## config.mk

```make
export PLATFORM = sky130hd
export DESIGN_NAME = sequential_list_table
export DESIGN_NICKNAME = d
export VERILOG_FILES = /design/src/rtl/slt_pkg.sv /design/src/rtl/slt_ram.sv /design/src/rtl/slt_ctrl.sv /design/src/rtl/sequential_list_table.sv
export SDC_FILE = /design/constraint.sdc
export NUM_CORES = 2
export LEC_CHECK = 0
export ABC_CLOCK_PERIOD_IN_PS = 32200
export BUFFER_PORTS_ARGS = -buffer_cell sky130_fd_sc_hd__buf_2
export CAP_MARGIN = 0
export CORE_UTILIZATION = 55
export DETAILED_ROUTE_END_ITERATION = 12
export PLACE_DENSITY_LB_ADDON = 0.05
export SKIP_LAST_GASP = 1
export SYNTH_ARGS = -nofsm -noshare
export SYNTH_HDL_FRONTEND = slang
export SYNTH_HIERARCHICAL = 1
export SYNTH_SLANG_ARGS = --single-unit
```

## constraint.sdc

```tcl
create_clock -name clk_i -period 32.2 [get_ports clk_i]
set_input_delay 4.83 -clock clk_i [delete_from_list [all_inputs] [get_ports clk_i]]
set_output_delay 4.83 -clock clk_i [all_outputs]
set_load 0.01 [all_outputs]
```

## src/rtl/slt_pkg.sv

```systemverilog
// Package for the sequential list table.
// Holds the command and status codes, the field widths and the result record.
// Used by slt_ctrl and sequential_list_table; depends on nothing.
package slt_pkg;

  // Widths fixed by the item format.
  localparam int KEY_W     = 32;
  localparam int PAY_MAX_W = 64;
  localparam int POS_W     = 4;
  localparam int CAP_W     = 5;
  localparam int CNT_OUT_W = 5;

  // Command codes carried by each input item.
  typedef enum logic [2:0] {
    CMD_INS_END    = 3'd0,
    CMD_INS_FRONT  = 3'd1,
    CMD_INS_SORTED = 3'd2,
    CMD_REM_END    = 3'd3,
    CMD_REM_FRONT  = 3'd4,
    CMD_REM_AT     = 3'd5,
    CMD_READ_AT    = 3'd6,
    CMD_FIND_KEY   = 3'd7
  } cmd_e;

  // Status codes reported with each result.
  typedef enum logic [2:0] {
    ST_OK      = 3'd0,
    ST_FULL    = 3'd1,
    ST_EMPTY   = 3'd2,
    ST_BAD_POS = 3'd3,
    ST_NO_KEY  = 3'd4
  } status_e;

  // One result record as it leaves the sequencer.
  typedef struct packed {
    status_e               status;
    logic [POS_W-1:0]      found_position;
    logic [KEY_W-1:0]      key;
    logic [PAY_MAX_W-1:0]  payload;
    logic [CNT_OUT_W-1:0]  count;
    logic                  is_full;
    logic                  is_empty;
  } rsp_t;

endpackage

```

## src/rtl/slt_ram.sv

```systemverilog
// Generic single-write, single-read synchronous RAM with a registered read.
// Parameterised in width and depth; depends on nothing.
module slt_ram #(
  parameter int WIDTH = 96,
  parameter int DEPTH = 16
) (
  input  logic                     clk_i,
  input  logic                     we_i,
  input  logic [$clog2(DEPTH)-1:0] waddr_i,
  input  logic [WIDTH-1:0]         wdata_i,
  input  logic [$clog2(DEPTH)-1:0] raddr_i,
  output logic [WIDTH-1:0]         rdata_o
);

  logic [WIDTH-1:0] mem_q [DEPTH];
  logic [WIDTH-1:0] rdata_q;

  // Write port and registered read port; a read of the address being written returns old data.
  always_ff @(posedge clk_i) begin
    if (we_i) begin
      mem_q[waddr_i] <= wdata_i;
    end
    rdata_q <= mem_q[raddr_i];
  end

  assign rdata_o = rdata_q;

endmodule

```

## src/rtl/slt_ctrl.sv

```systemverilog
// Command sequencer of the sequential list table.
// Walks the entry memory one entry per cycle to scan, shift, insert and remove.
// Depends on slt_pkg and slt_ram.
module slt_ctrl #(
  parameter int DEPTH        = 16,
  parameter int PAYLOAD_BITS = 64
) (
  input  logic                          clk_i,
  input  logic                          rst_ni,
  input  logic                          req_valid_i,
  output logic                          req_stall_o,
  input  logic [2:0]                    cmd_i,
  input  logic [slt_pkg::POS_W-1:0]     pos_i,
  input  logic [slt_pkg::KEY_W-1:0]     key_i,
  input  logic [PAYLOAD_BITS-1:0]       pay_i,
  input  logic [slt_pkg::CAP_W-1:0]     cap_i,
  output logic                          rsp_valid_o,
  input  logic                          rsp_stall_i,
  output slt_pkg::rsp_t                 rsp_o
);

  localparam int IDX_W = $clog2(DEPTH);
  localparam int CNT_W = $clog2(DEPTH + 1);
  localparam int CMP_W = (CNT_W > slt_pkg::CAP_W) ? CNT_W : slt_pkg::CAP_W;
  localparam int KEY_W = slt_pkg::KEY_W;
  localparam int ENT_W = KEY_W + PAYLOAD_BITS;

  typedef enum logic [2:0] {
    S_IDLE,
    S_DECIDE,
    S_SCAN,
    S_SHIFT,
    S_DRAIN,
    S_PLACE,
    S_READ,
    S_RESULT
  } state_e;

  state_e                    state_q, state_d;
  slt_pkg::cmd_e             cmd_q, cmd_d;
  logic [slt_pkg::POS_W-1:0] pos_q, pos_d;
  logic [KEY_W-1:0]          key_q, key_d;
  logic [PAYLOAD_BITS-1:0]   pay_q, pay_d;
  logic [CNT_W-1:0]          cnt_q, cnt_d;
  logic [CNT_W-1:0]          where_q, where_d;
  logic [CNT_W-1:0]          ptr_q, ptr_d;
  logic [CNT_W-1:0]          idx_q, idx_d;
  logic                      rdv_q, rdv_d;
  logic                      up_q, up_d;
  slt_pkg::status_e          status_q, status_d;
  logic [KEY_W-1:0]          okkey_q, okkey_d;
  logic [PAYLOAD_BITS-1:0]   okpay_q, okpay_d;

  // Memory port signals.
  logic             mem_we;
  logic [IDX_W-1:0] mem_waddr;
  logic [ENT_W-1:0] mem_wdata;
  logic [IDX_W-1:0] mem_raddr;
  logic [ENT_W-1:0] mem_rdata;

  // Derived values.
  logic [CMP_W-1:0]        cnt_x, cap_x, effcap, pos_x, where_x;
  logic                    full, empty, pos_bad;
  logic [CNT_W-1:0]        cnt_m1, cnt_p1, pos_cnt, rem_slot, last_ptr, ptr_step, idx_wr;
  logic [KEY_W-1:0]        rd_key;
  logic [PAYLOAD_BITS-1:0] rd_pay;
  logic [ENT_W-1:0]        new_ent;

  slt_ram #(
    .WIDTH (ENT_W),
    .DEPTH (DEPTH)
  ) u_entries (
    .clk_i   (clk_i),
    .we_i    (mem_we),
    .waddr_i (mem_waddr),
    .wdata_i (mem_wdata),
    .raddr_i (mem_raddr),
    .rdata_o (mem_rdata)
  );

  // Full check uses the capacity, saturated at DEPTH; position checks use the count.
  assign cnt_x   = CMP_W'(cnt_q);
  assign cap_x   = CMP_W'(cap_i);
  assign effcap  = (cap_x > CMP_W'(DEPTH)) ? CMP_W'(DEPTH) : cap_x;
  assign full    = cnt_x >= effcap;
  assign empty   = (cnt_q == '0);
  assign pos_x   = CMP_W'(pos_q);
  assign pos_bad = pos_x >= cnt_x;
  assign pos_cnt = pos_x[CNT_W-1:0];
  assign where_x = CMP_W'(where_q);

  assign cnt_m1 = cnt_q - 1'b1;
  assign cnt_p1 = cnt_q + 1'b1;

  assign rd_key  = mem_rdata[ENT_W-1 -: KEY_W];
  assign rd_pay  = mem_rdata[PAYLOAD_BITS-1:0];
  assign new_ent = {key_q, pay_q};

  // Slot that a removal empties.
  always_comb begin
    unique case (cmd_q)
      slt_pkg::CMD_REM_END:   rem_slot = cnt_m1;
      slt_pkg::CMD_REM_FRONT: rem_slot = '0;
      default:                rem_slot = pos_cnt;
    endcase
  end

  // A shift moves entries up (towards the end) for inserts and down for removals.
  assign last_ptr = up_q ? where_q : cnt_m1;
  assign ptr_step = up_q ? (ptr_q - 1'b1) : (ptr_q + 1'b1);
  assign idx_wr   = up_q ? (idx_q + 1'b1) : (idx_q - 1'b1);

  // Next-state logic and memory port control.
  always_comb begin
    state_d  = state_q;
    cmd_d    = cmd_q;
    pos_d    = pos_q;
    key_d    = key_q;
    pay_d    = pay_q;
    cnt_d    = cnt_q;
    where_d  = where_q;
    ptr_d    = ptr_q;
    idx_d    = idx_q;
    rdv_d    = rdv_q;
    up_d     = up_q;
    status_d = status_q;
    okkey_d  = okkey_q;
    okpay_d  = okpay_q;

    mem_we    = 1'b0;
    mem_waddr = idx_wr[IDX_W-1:0];
    mem_wdata = mem_rdata;
    mem_raddr = ptr_q[IDX_W-1:0];

    unique case (state_q)
      S_IDLE: begin
        if (req_valid_i) begin
          cmd_d   = slt_pkg::cmd_e'(cmd_i);
          pos_d   = pos_i;
          key_d   = key_i;
          pay_d   = pay_i;
          state_d = S_DECIDE;
        end
      end

      S_DECIDE: begin
        status_d  = slt_pkg::ST_OK;
        okkey_d   = '0;
        okpay_d   = '0;
        where_d   = '0;
        rdv_d     = 1'b0;
        mem_raddr = pos_x[IDX_W-1:0];
        state_d   = S_RESULT;
        unique case (cmd_q)
          slt_pkg::CMD_INS_END, slt_pkg::CMD_INS_FRONT, slt_pkg::CMD_INS_SORTED: begin
            priority if (full) begin
              status_d = slt_pkg::ST_FULL;
            end else if (cmd_q == slt_pkg::CMD_INS_END || empty) begin
              mem_we    = 1'b1;
              mem_waddr = cnt_q[IDX_W-1:0];
              mem_wdata = new_ent;
              where_d   = cnt_q;
              cnt_d     = cnt_p1;
            end else if (cmd_q == slt_pkg::CMD_INS_FRONT) begin
              up_d    = 1'b1;
              ptr_d   = cnt_m1;
              state_d = S_SHIFT;
            end else begin
              ptr_d   = '0;
              state_d = S_SCAN;
            end
          end
          slt_pkg::CMD_REM_END, slt_pkg::CMD_REM_FRONT, slt_pkg::CMD_REM_AT: begin
            priority if (empty) begin
              status_d = slt_pkg::ST_EMPTY;
            end else if (cmd_q == slt_pkg::CMD_REM_AT && pos_bad) begin
              status_d = slt_pkg::ST_BAD_POS;
            end else if (rem_slot == cnt_m1) begin
              where_d = rem_slot;
              cnt_d   = cnt_m1;
            end else begin
              where_d = rem_slot;
              up_d    = 1'b0;
              ptr_d   = rem_slot + 1'b1;
              state_d = S_SHIFT;
            end
          end
          slt_pkg::CMD_READ_AT: begin
            if (pos_bad) begin
              status_d = slt_pkg::ST_BAD_POS;
            end else begin
              where_d = pos_cnt;
              state_d = S_READ;
            end
          end
          slt_pkg::CMD_FIND_KEY: begin
            if (empty) begin
              status_d = slt_pkg::ST_NO_KEY;
            end else begin
              ptr_d   = '0;
              state_d = S_SCAN;
            end
          end
        endcase
      end

      // Ascending scan: a read is issued each cycle, its data checked in the next.
      S_SCAN: begin
        rdv_d = 1'b1;
        idx_d = ptr_q;
        ptr_d = ptr_q + 1'b1;
        if (rdv_q) begin
          if (cmd_q == slt_pkg::CMD_FIND_KEY) begin
            priority if (rd_key == key_q) begin
              where_d = idx_q;
              okkey_d = rd_key;
              okpay_d = rd_pay;
              state_d = S_RESULT;
            end else if (idx_q == cnt_m1) begin
              status_d = slt_pkg::ST_NO_KEY;
              state_d  = S_RESULT;
            end else begin
              // No match yet, so the scan moves on.
              state_d = S_SCAN;
            end
          end else begin
            priority if (!($signed(rd_key) < $signed(key_q))) begin
              where_d = idx_q;
              up_d    = 1'b1;
              ptr_d   = cnt_m1;
              rdv_d   = 1'b0;
              state_d = S_SHIFT;
            end else if (idx_q == cnt_m1) begin
              where_d = cnt_q;
              state_d = S_PLACE;
            end else begin
              // Every key so far is lower, so the scan moves on.
              state_d = S_SCAN;
            end
          end
        end
      end

      // Shift: read one entry per cycle and write the previous one to its neighbour slot.
      S_SHIFT: begin
        rdv_d  = 1'b1;
        idx_d  = ptr_q;
        ptr_d  = ptr_step;
        mem_we = rdv_q;
        if (ptr_q == last_ptr) begin
          state_d = S_DRAIN;
        end
      end

      // Write the last entry read by the shift.
      S_DRAIN: begin
        mem_we = 1'b1;
        if (up_q) begin
          state_d = S_PLACE;
        end else begin
          cnt_d   = cnt_m1;
          state_d = S_RESULT;
        end
      end

      // Store the new entry in the slot that was opened.
      S_PLACE: begin
        mem_we    = 1'b1;
        mem_waddr = where_q[IDX_W-1:0];
        mem_wdata = new_ent;
        cnt_d     = cnt_p1;
        state_d   = S_RESULT;
      end

      S_READ: begin
        okkey_d = rd_key;
        okpay_d = rd_pay;
        state_d = S_RESULT;
      end

      S_RESULT: begin
        if (!rsp_stall_i) begin
          state_d = S_IDLE;
        end
      end
    endcase
  end

  // State and result registers.
  always_ff @(posedge clk_i or negedge rst_ni) begin
    if (!rst_ni) begin
      state_q  <= S_IDLE;
      cmd_q    <= slt_pkg::CMD_INS_END;
      pos_q    <= '0;
      key_q    <= '0;
      pay_q    <= '0;
      cnt_q    <= '0;
      where_q  <= '0;
      ptr_q    <= '0;
      idx_q    <= '0;
      rdv_q    <= 1'b0;
      up_q     <= 1'b0;
      status_q <= slt_pkg::ST_OK;
      okkey_q  <= '0;
      okpay_q  <= '0;
    end else begin
      state_q  <= state_d;
      cmd_q    <= cmd_d;
      pos_q    <= pos_d;
      key_q    <= key_d;
      pay_q    <= pay_d;
      cnt_q    <= cnt_d;
      where_q  <= where_d;
      ptr_q    <= ptr_d;
      idx_q    <= idx_d;
      rdv_q    <= rdv_d;
      up_q     <= up_d;
      status_q <= status_d;
      okkey_q  <= okkey_d;
      okpay_q  <= okpay_d;
    end
  end

  // Handshake and result record.
  assign req_stall_o = (state_q != S_IDLE);
  assign rsp_valid_o = (state_q == S_RESULT);

  always_comb begin
    rsp_o                = '0;
    rsp_o.status         = status_q;
    rsp_o.found_position = where_x[slt_pkg::POS_W-1:0];
    rsp_o.key            = okkey_q;
    rsp_o.payload        = slt_pkg::PAY_MAX_W'(okpay_q);
    rsp_o.count          = cnt_x[slt_pkg::CNT_OUT_W-1:0];
    rsp_o.is_full        = full;
    rsp_o.is_empty       = empty;
  end

endmodule

```

## src/rtl/sequential_list_table.sv

```systemverilog
// Sequential list table: a packed list of keyed records held in one synchronous entry memory.
// Top level with the capacity register and the output register; depends on slt_pkg and slt_ctrl.
//
// The block keeps up to DEPTH records (a signed 32-bit key and a PAYLOAD_BITS-bit payload) packed
// in slots 0 to count-1 of a single-port-write, registered-read RAM. Every command yields exactly
// one result. Commands are worked one at a time by a sequencer that moves one entry per cycle
// through the RAM, so the time per command depends on how many entries it touches. Inserts and
// removals at the end, an insert into an empty list and every rejected command shift or scan no
// entries; a find stops at its match. A new command is accepted as soon as the previous result
// has moved into the output register, even while that result is still stalled.
// The capacity register resets to 16 and should be written only while the block is idle.
module sequential_list_table #(
  parameter int DEPTH        = 16,
  parameter int PAYLOAD_BITS = 64
) (
  input  logic                      clk_i,
  input  logic                      rst_ni,
  input  logic                      in_valid_i,
  output logic                      in_stall_o,
  input  logic [2:0]                command_i,
  input  logic [3:0]                position_i,
  input  logic signed [31:0]        key_i,
  input  logic [PAYLOAD_BITS-1:0]   payload_i,
  output logic                      out_valid_o,
  input  logic                      out_stall_i,
  output logic [2:0]                status_o,
  output logic [3:0]                found_position_o,
  output logic signed [31:0]        out_key_o,
  output logic [PAYLOAD_BITS-1:0]   out_payload_o,
  output logic [4:0]                count_o,
  output logic                      is_full_o,
  output logic                      is_empty_o,
  input  logic                      cfg_we_i,
  input  logic [4:0]                cfg_wdata_i
);

  localparam logic [slt_pkg::CAP_W-1:0] CapReset = slt_pkg::CAP_W'(16);

  logic [slt_pkg::CAP_W-1:0] cap_q, cap_d;
  logic                      out_valid_q, out_valid_d;
  slt_pkg::rsp_t             out_q, out_d;
  logic                      rsp_valid;
  logic                      rsp_stall;
  slt_pkg::rsp_t             rsp;

  slt_ctrl #(
    .DEPTH        (DEPTH),
    .PAYLOAD_BITS (PAYLOAD_BITS)
  ) u_ctrl (
    .clk_i       (clk_i),
    .rst_ni      (rst_ni),
    .req_valid_i (in_valid_i),
    .req_stall_o (in_stall_o),
    .cmd_i       (command_i),
    .pos_i       (position_i),
    .key_i       (key_i),
    .pay_i       (payload_i),
    .cap_i       (cap_q),
    .rsp_valid_o (rsp_valid),
    .rsp_stall_i (rsp_stall),
    .rsp_o       (rsp)
  );

  // Capacity register, written directly by the configuration port.
  assign cap_d = cfg_we_i ? cfg_wdata_i : cap_q;

  // Output register: takes a new result when empty or when its current one is transferred.
  assign rsp_stall = out_valid_q && out_stall_i;

  always_comb begin
    out_valid_d = out_valid_q;
    out_d       = out_q;
    if (rsp_valid && !rsp_stall) begin
      out_valid_d = 1'b1;
      out_d       = rsp;
    end else if (!out_stall_i) begin
      out_valid_d = 1'b0;
    end
  end

  always_ff @(posedge clk_i or negedge rst_ni) begin
    if (!rst_ni) begin
      cap_q       <= CapReset;
      out_valid_q <= 1'b0;
      out_q       <= '0;
    end else begin
      cap_q       <= cap_d;
      out_valid_q <= out_valid_d;
      out_q       <= out_d;
    end
  end

  // Result ports.
  assign out_valid_o      = out_valid_q;
  assign status_o         = out_q.status;
  assign found_position_o = out_q.found_position;
  assign out_key_o        = out_q.key;
  assign out_payload_o    = out_q.payload[PAYLOAD_BITS-1:0];
  assign count_o          = out_q.count;
  assign is_full_o        = out_q.is_full;
  assign is_empty_o       = out_q.is_empty;

endmodule

```

==> impl_metrics.toml <==
[clocking]
cts.sinks = 1975
cts_resized = 0
htree_levels = 4
ctsRootBufferMaster = "clkbuf_16"
cts_made_buffers = 194
cts_tree = "yes"
cts_setup_buffers = 0
clkTransAtPathRegs_ns = 0.06
cts_hold_buf = 0
clk-insertion-delay-late_ns = 0.81
cts_buffer_depth = 3

[final_layout]
fin_nets = 4566
design_area_sq_mm = 0.08648
syn_to_final_growth_pct = 12.14
antenna_cells = 0
drive_above_1_share = 0.2827
final_cell_mix = "1536 x edfxtp_1, 422 x nand2_1, 384 x mux4_2"
final_common_cell = "edfxtp_1"

[setup_path]
path_cells = "buf_4 > inv_1 > ha_1 > nand2b_1 > a2111o_1 > a31oi_1 > inv_1 > or3_1 > nor2_1 > a21oi_1 > o21ai_0 > nand2_1 > nor2_4 > buf_4 > buf_4"
reg2reg_slack_ns = 25.13
worstReg2RegStart = "u_ctrl/cnt_q[0]"
path_buf_inv = 5
cp_top_family = "buffers and inverters"
rr_worst_depth = 15
cp-end-kind = "flip-flop"
crit_type = "reg2reg"
slowest_delay_ns = 0.91
setup.worst_path.start_class = "flip-flop"
crit_path_max_fanout = 48
crit-reg2reg-capture = "u_ctrl/u_entries/mem_q[3][81]"
cp.required_ns = 32.61
crit_path_top_delay_cell = "o21ai_0"
path_common_cell = "buf_4"
arrival_ns = 7.49

[sta]
finalClockSkew_ns = 0.02467
period_needed_ns = 7.073
max_freq_mhz = 141.4
grt_setup_unrepaired = "no"
tns_ns = 0
slew_viol_final = 0
hold_viol = 0
tightest_slew_ns = 1.160
slew_headroom = 0.2185
setup_viol = 0
fin_crit_sh = 0.2197

[synth]
yosys.area.top_type = "edfxtp_1"
syn_nets = 4280
synth_seq_cells = 1975
avgSynthCellArea_sq_um = 18.73
synthArstFlopShare = 0.1737
yosysSeqAreaShare = 0.7344
synth_ff_type = "edfxtp_1"
synth.distinct_cells = 86
synth_cells = 4118
yosys.area.top_type_share = 0.5981
synth_warnings = 6
synth-edff-count = 1536
netlist_area_sq_mm = 0.07712
yosys-top-cells-area = "edfxtp_1 60%, mux4_2 11%, dfrtp_1 11%, dfxtp_1 2.5%, mux2_2 2.2%"

[power]
power.leakage_nw = 30.49
power_density_mw_per_mm2 = 114.4
ir_worst_vdd_mv = 0.1105

[drt]
drtIter0Drc = 3817
drtAntennaViolNets = 0
drc = 0
wirelength_microns = 177100
vias = 39206
avgViaCountPerCell = 6.078
wl_per_cell_microns = 27.46
first_pass_iters = 7

[run]
drv_cap = 0

[min_path]
min_from = "u_ctrl/u_entries/rdata_o[22]"
min_delay_path_depth = 2
hold_end = "u_ctrl/okpay_q[22]"
hp-class = "reg2reg"

[global_routing]
grt_pass1_vias = 39861
overflow = 0
grtUsageTotal = 0.2539
antenna_found_initial = 3
grt_max_degree = 138
grt_pass1_wl_microns = 263100

[floorplanning]
start_util = 0.5534
die_x_microns = 376.4
die_height_microns = 376.4
die_area_sq_mm = 0.1417
core_area_sq_mm = 0.1394
rows = 137
ios = 225

[place]
portBuffers = 224
dpl_cell_area_sq_mm = 0.08019
dp_hpwl_microns = 91080
routabilityCongestion = 0.8859

[outcome]
status = "completed"
## synthesized netlist by cell type, types with 4 or more instances
cell type / count
edfxtp_1: 1536
nand2_1: 423
mux4_2: 384
dfrtp_1: 342
a22oi_1: 204
o21ai_0: 199
mux2_2: 149
clkbuf_1: 106
mux2_4: 100
dfxtp_1: 96
a21oi_1: 57
nor2_1: 54
inv_1: 53
ha_1: 48
buf_1: 32
buf_6: 31
buf_4: 29
buf_2: 25
nand3_1: 24
xnor2_1: 20
and3_1: 12
o211ai_1: 12
buf_12: 11
nand2b_1: 11
nor3_1: 11
nand4_1: 9
o22ai_1: 8
a21o_1: 7
a31oi_1: 7
xor2_1: 7
a211oi_1: 6
mux2_1: 5
mux2i_1: 5
nor2b_1: 5
a211o_1: 4
or3_1: 4
## state kept, by name (all words and copies together) (netlist names), 4 cells and up
name / count
cap_q: 5
count_o: 5
found_position_o: 4
out_key_o: 32
out_payload_o: 64
u_ctrl/cnt_q: 5
u_ctrl/idx_q: 5
u_ctrl/key_q: 32
u_ctrl/okkey_q: 32
u_ctrl/okpay_q: 64
u_ctrl/pay_q: 64
u_ctrl/pos_q: 4
u_ctrl/ptr_q: 5
u_ctrl/u_entries/mem_q: 1536
u_ctrl/u_entries/rdata_o: 96
u_ctrl/where_q: 5
## tightest hold or removal path, stage by stage, from the launching register on
cell	delay [ns]
dfxtp_1	0.31
nand2_1	0.05
o21ai_0	0.06
## per-layer routing
layer	part of all wire	wire length, microns	GRT usage	vias up
met2	0.48	84540	0.4005	1361
met4	0.021	3704	0.06458	0
li1	-	-	-	16875
met5	0	0	0	-
met3	0.063	11190	0.03893	243
met1	0.44	77700	0.3750	20727
## worst max path at each step
stage                               start                            end  slack [ns]  cells after the start
after CTS                 u_ctrl/cnt_q[0]  u_ctrl/u_entries/mem_q[3][88]       25.22                     15
final                     u_ctrl/cnt_q[0]  u_ctrl/u_entries/mem_q[3][81]       25.13                     15
after floorplan           u_ctrl/cnt_q[0]   u_ctrl/u_entries/mem_q[0][0]       22.02                     12
after global placement         in_valid_i               u_ctrl/pay_q[59]       24.66                      5
after detailed placement       in_valid_i               u_ctrl/pay_q[52]       24.62                      5
after global routing      u_ctrl/cnt_q[0]  u_ctrl/u_entries/mem_q[3][81]       24.88                     15
## final cells by class
cell class                      instances  area, sq um
Inverter                               55        206.4
Tap cell                             1876         2347
Clock inverter                         75        626.9
Clock buffer                          291         5657
Fill cell                            9968        52880
Sequential cell                      1975        56630
Timing Repair Buffer                  329         2019
Multi-Input combinational cell       1849        18990
## metrics by stage
step	setup WS, ns	util	hold slack, ns	power (mW)	std cells
2_1_floorplan	22.02	-	0.4278	6.697	4118
3_3_place_gp	24.66	0.5754	0.4382	7.709	6084
3_5_place_dp	24.62	0.5754	0.4478	7.767	6084
4_1_cts	25.22	0.6205	0.4583	9.986	6450
5_1_grt	24.88	0.6205	0.4792	10.40	6450
6_report	25.13	0.6205	0.4521	9.895	6450
## cell families after synthesis
family,count (synthesis),share of synthesized area
fa+ha+maj,49,0.008048
buf+inv,294,0.02198
mux,643,0.1548
compound gates,545,0.04541
flops,1975,0.7344
xor+xnor,28,0.003278
simple gates,584,0.03216
## where the power goes
group / leakage (nW) / internal (mW) / switching, mW / total [mW]
Clock: 3.08 / 1.27 / 0.939 / 2.21
Combinational: 8.28 / 1.42 / 2.12 / 3.54
Sequential: 19.1 / 3.87 / 0.277 / 4.14
(Power assumes the default switching activity.)
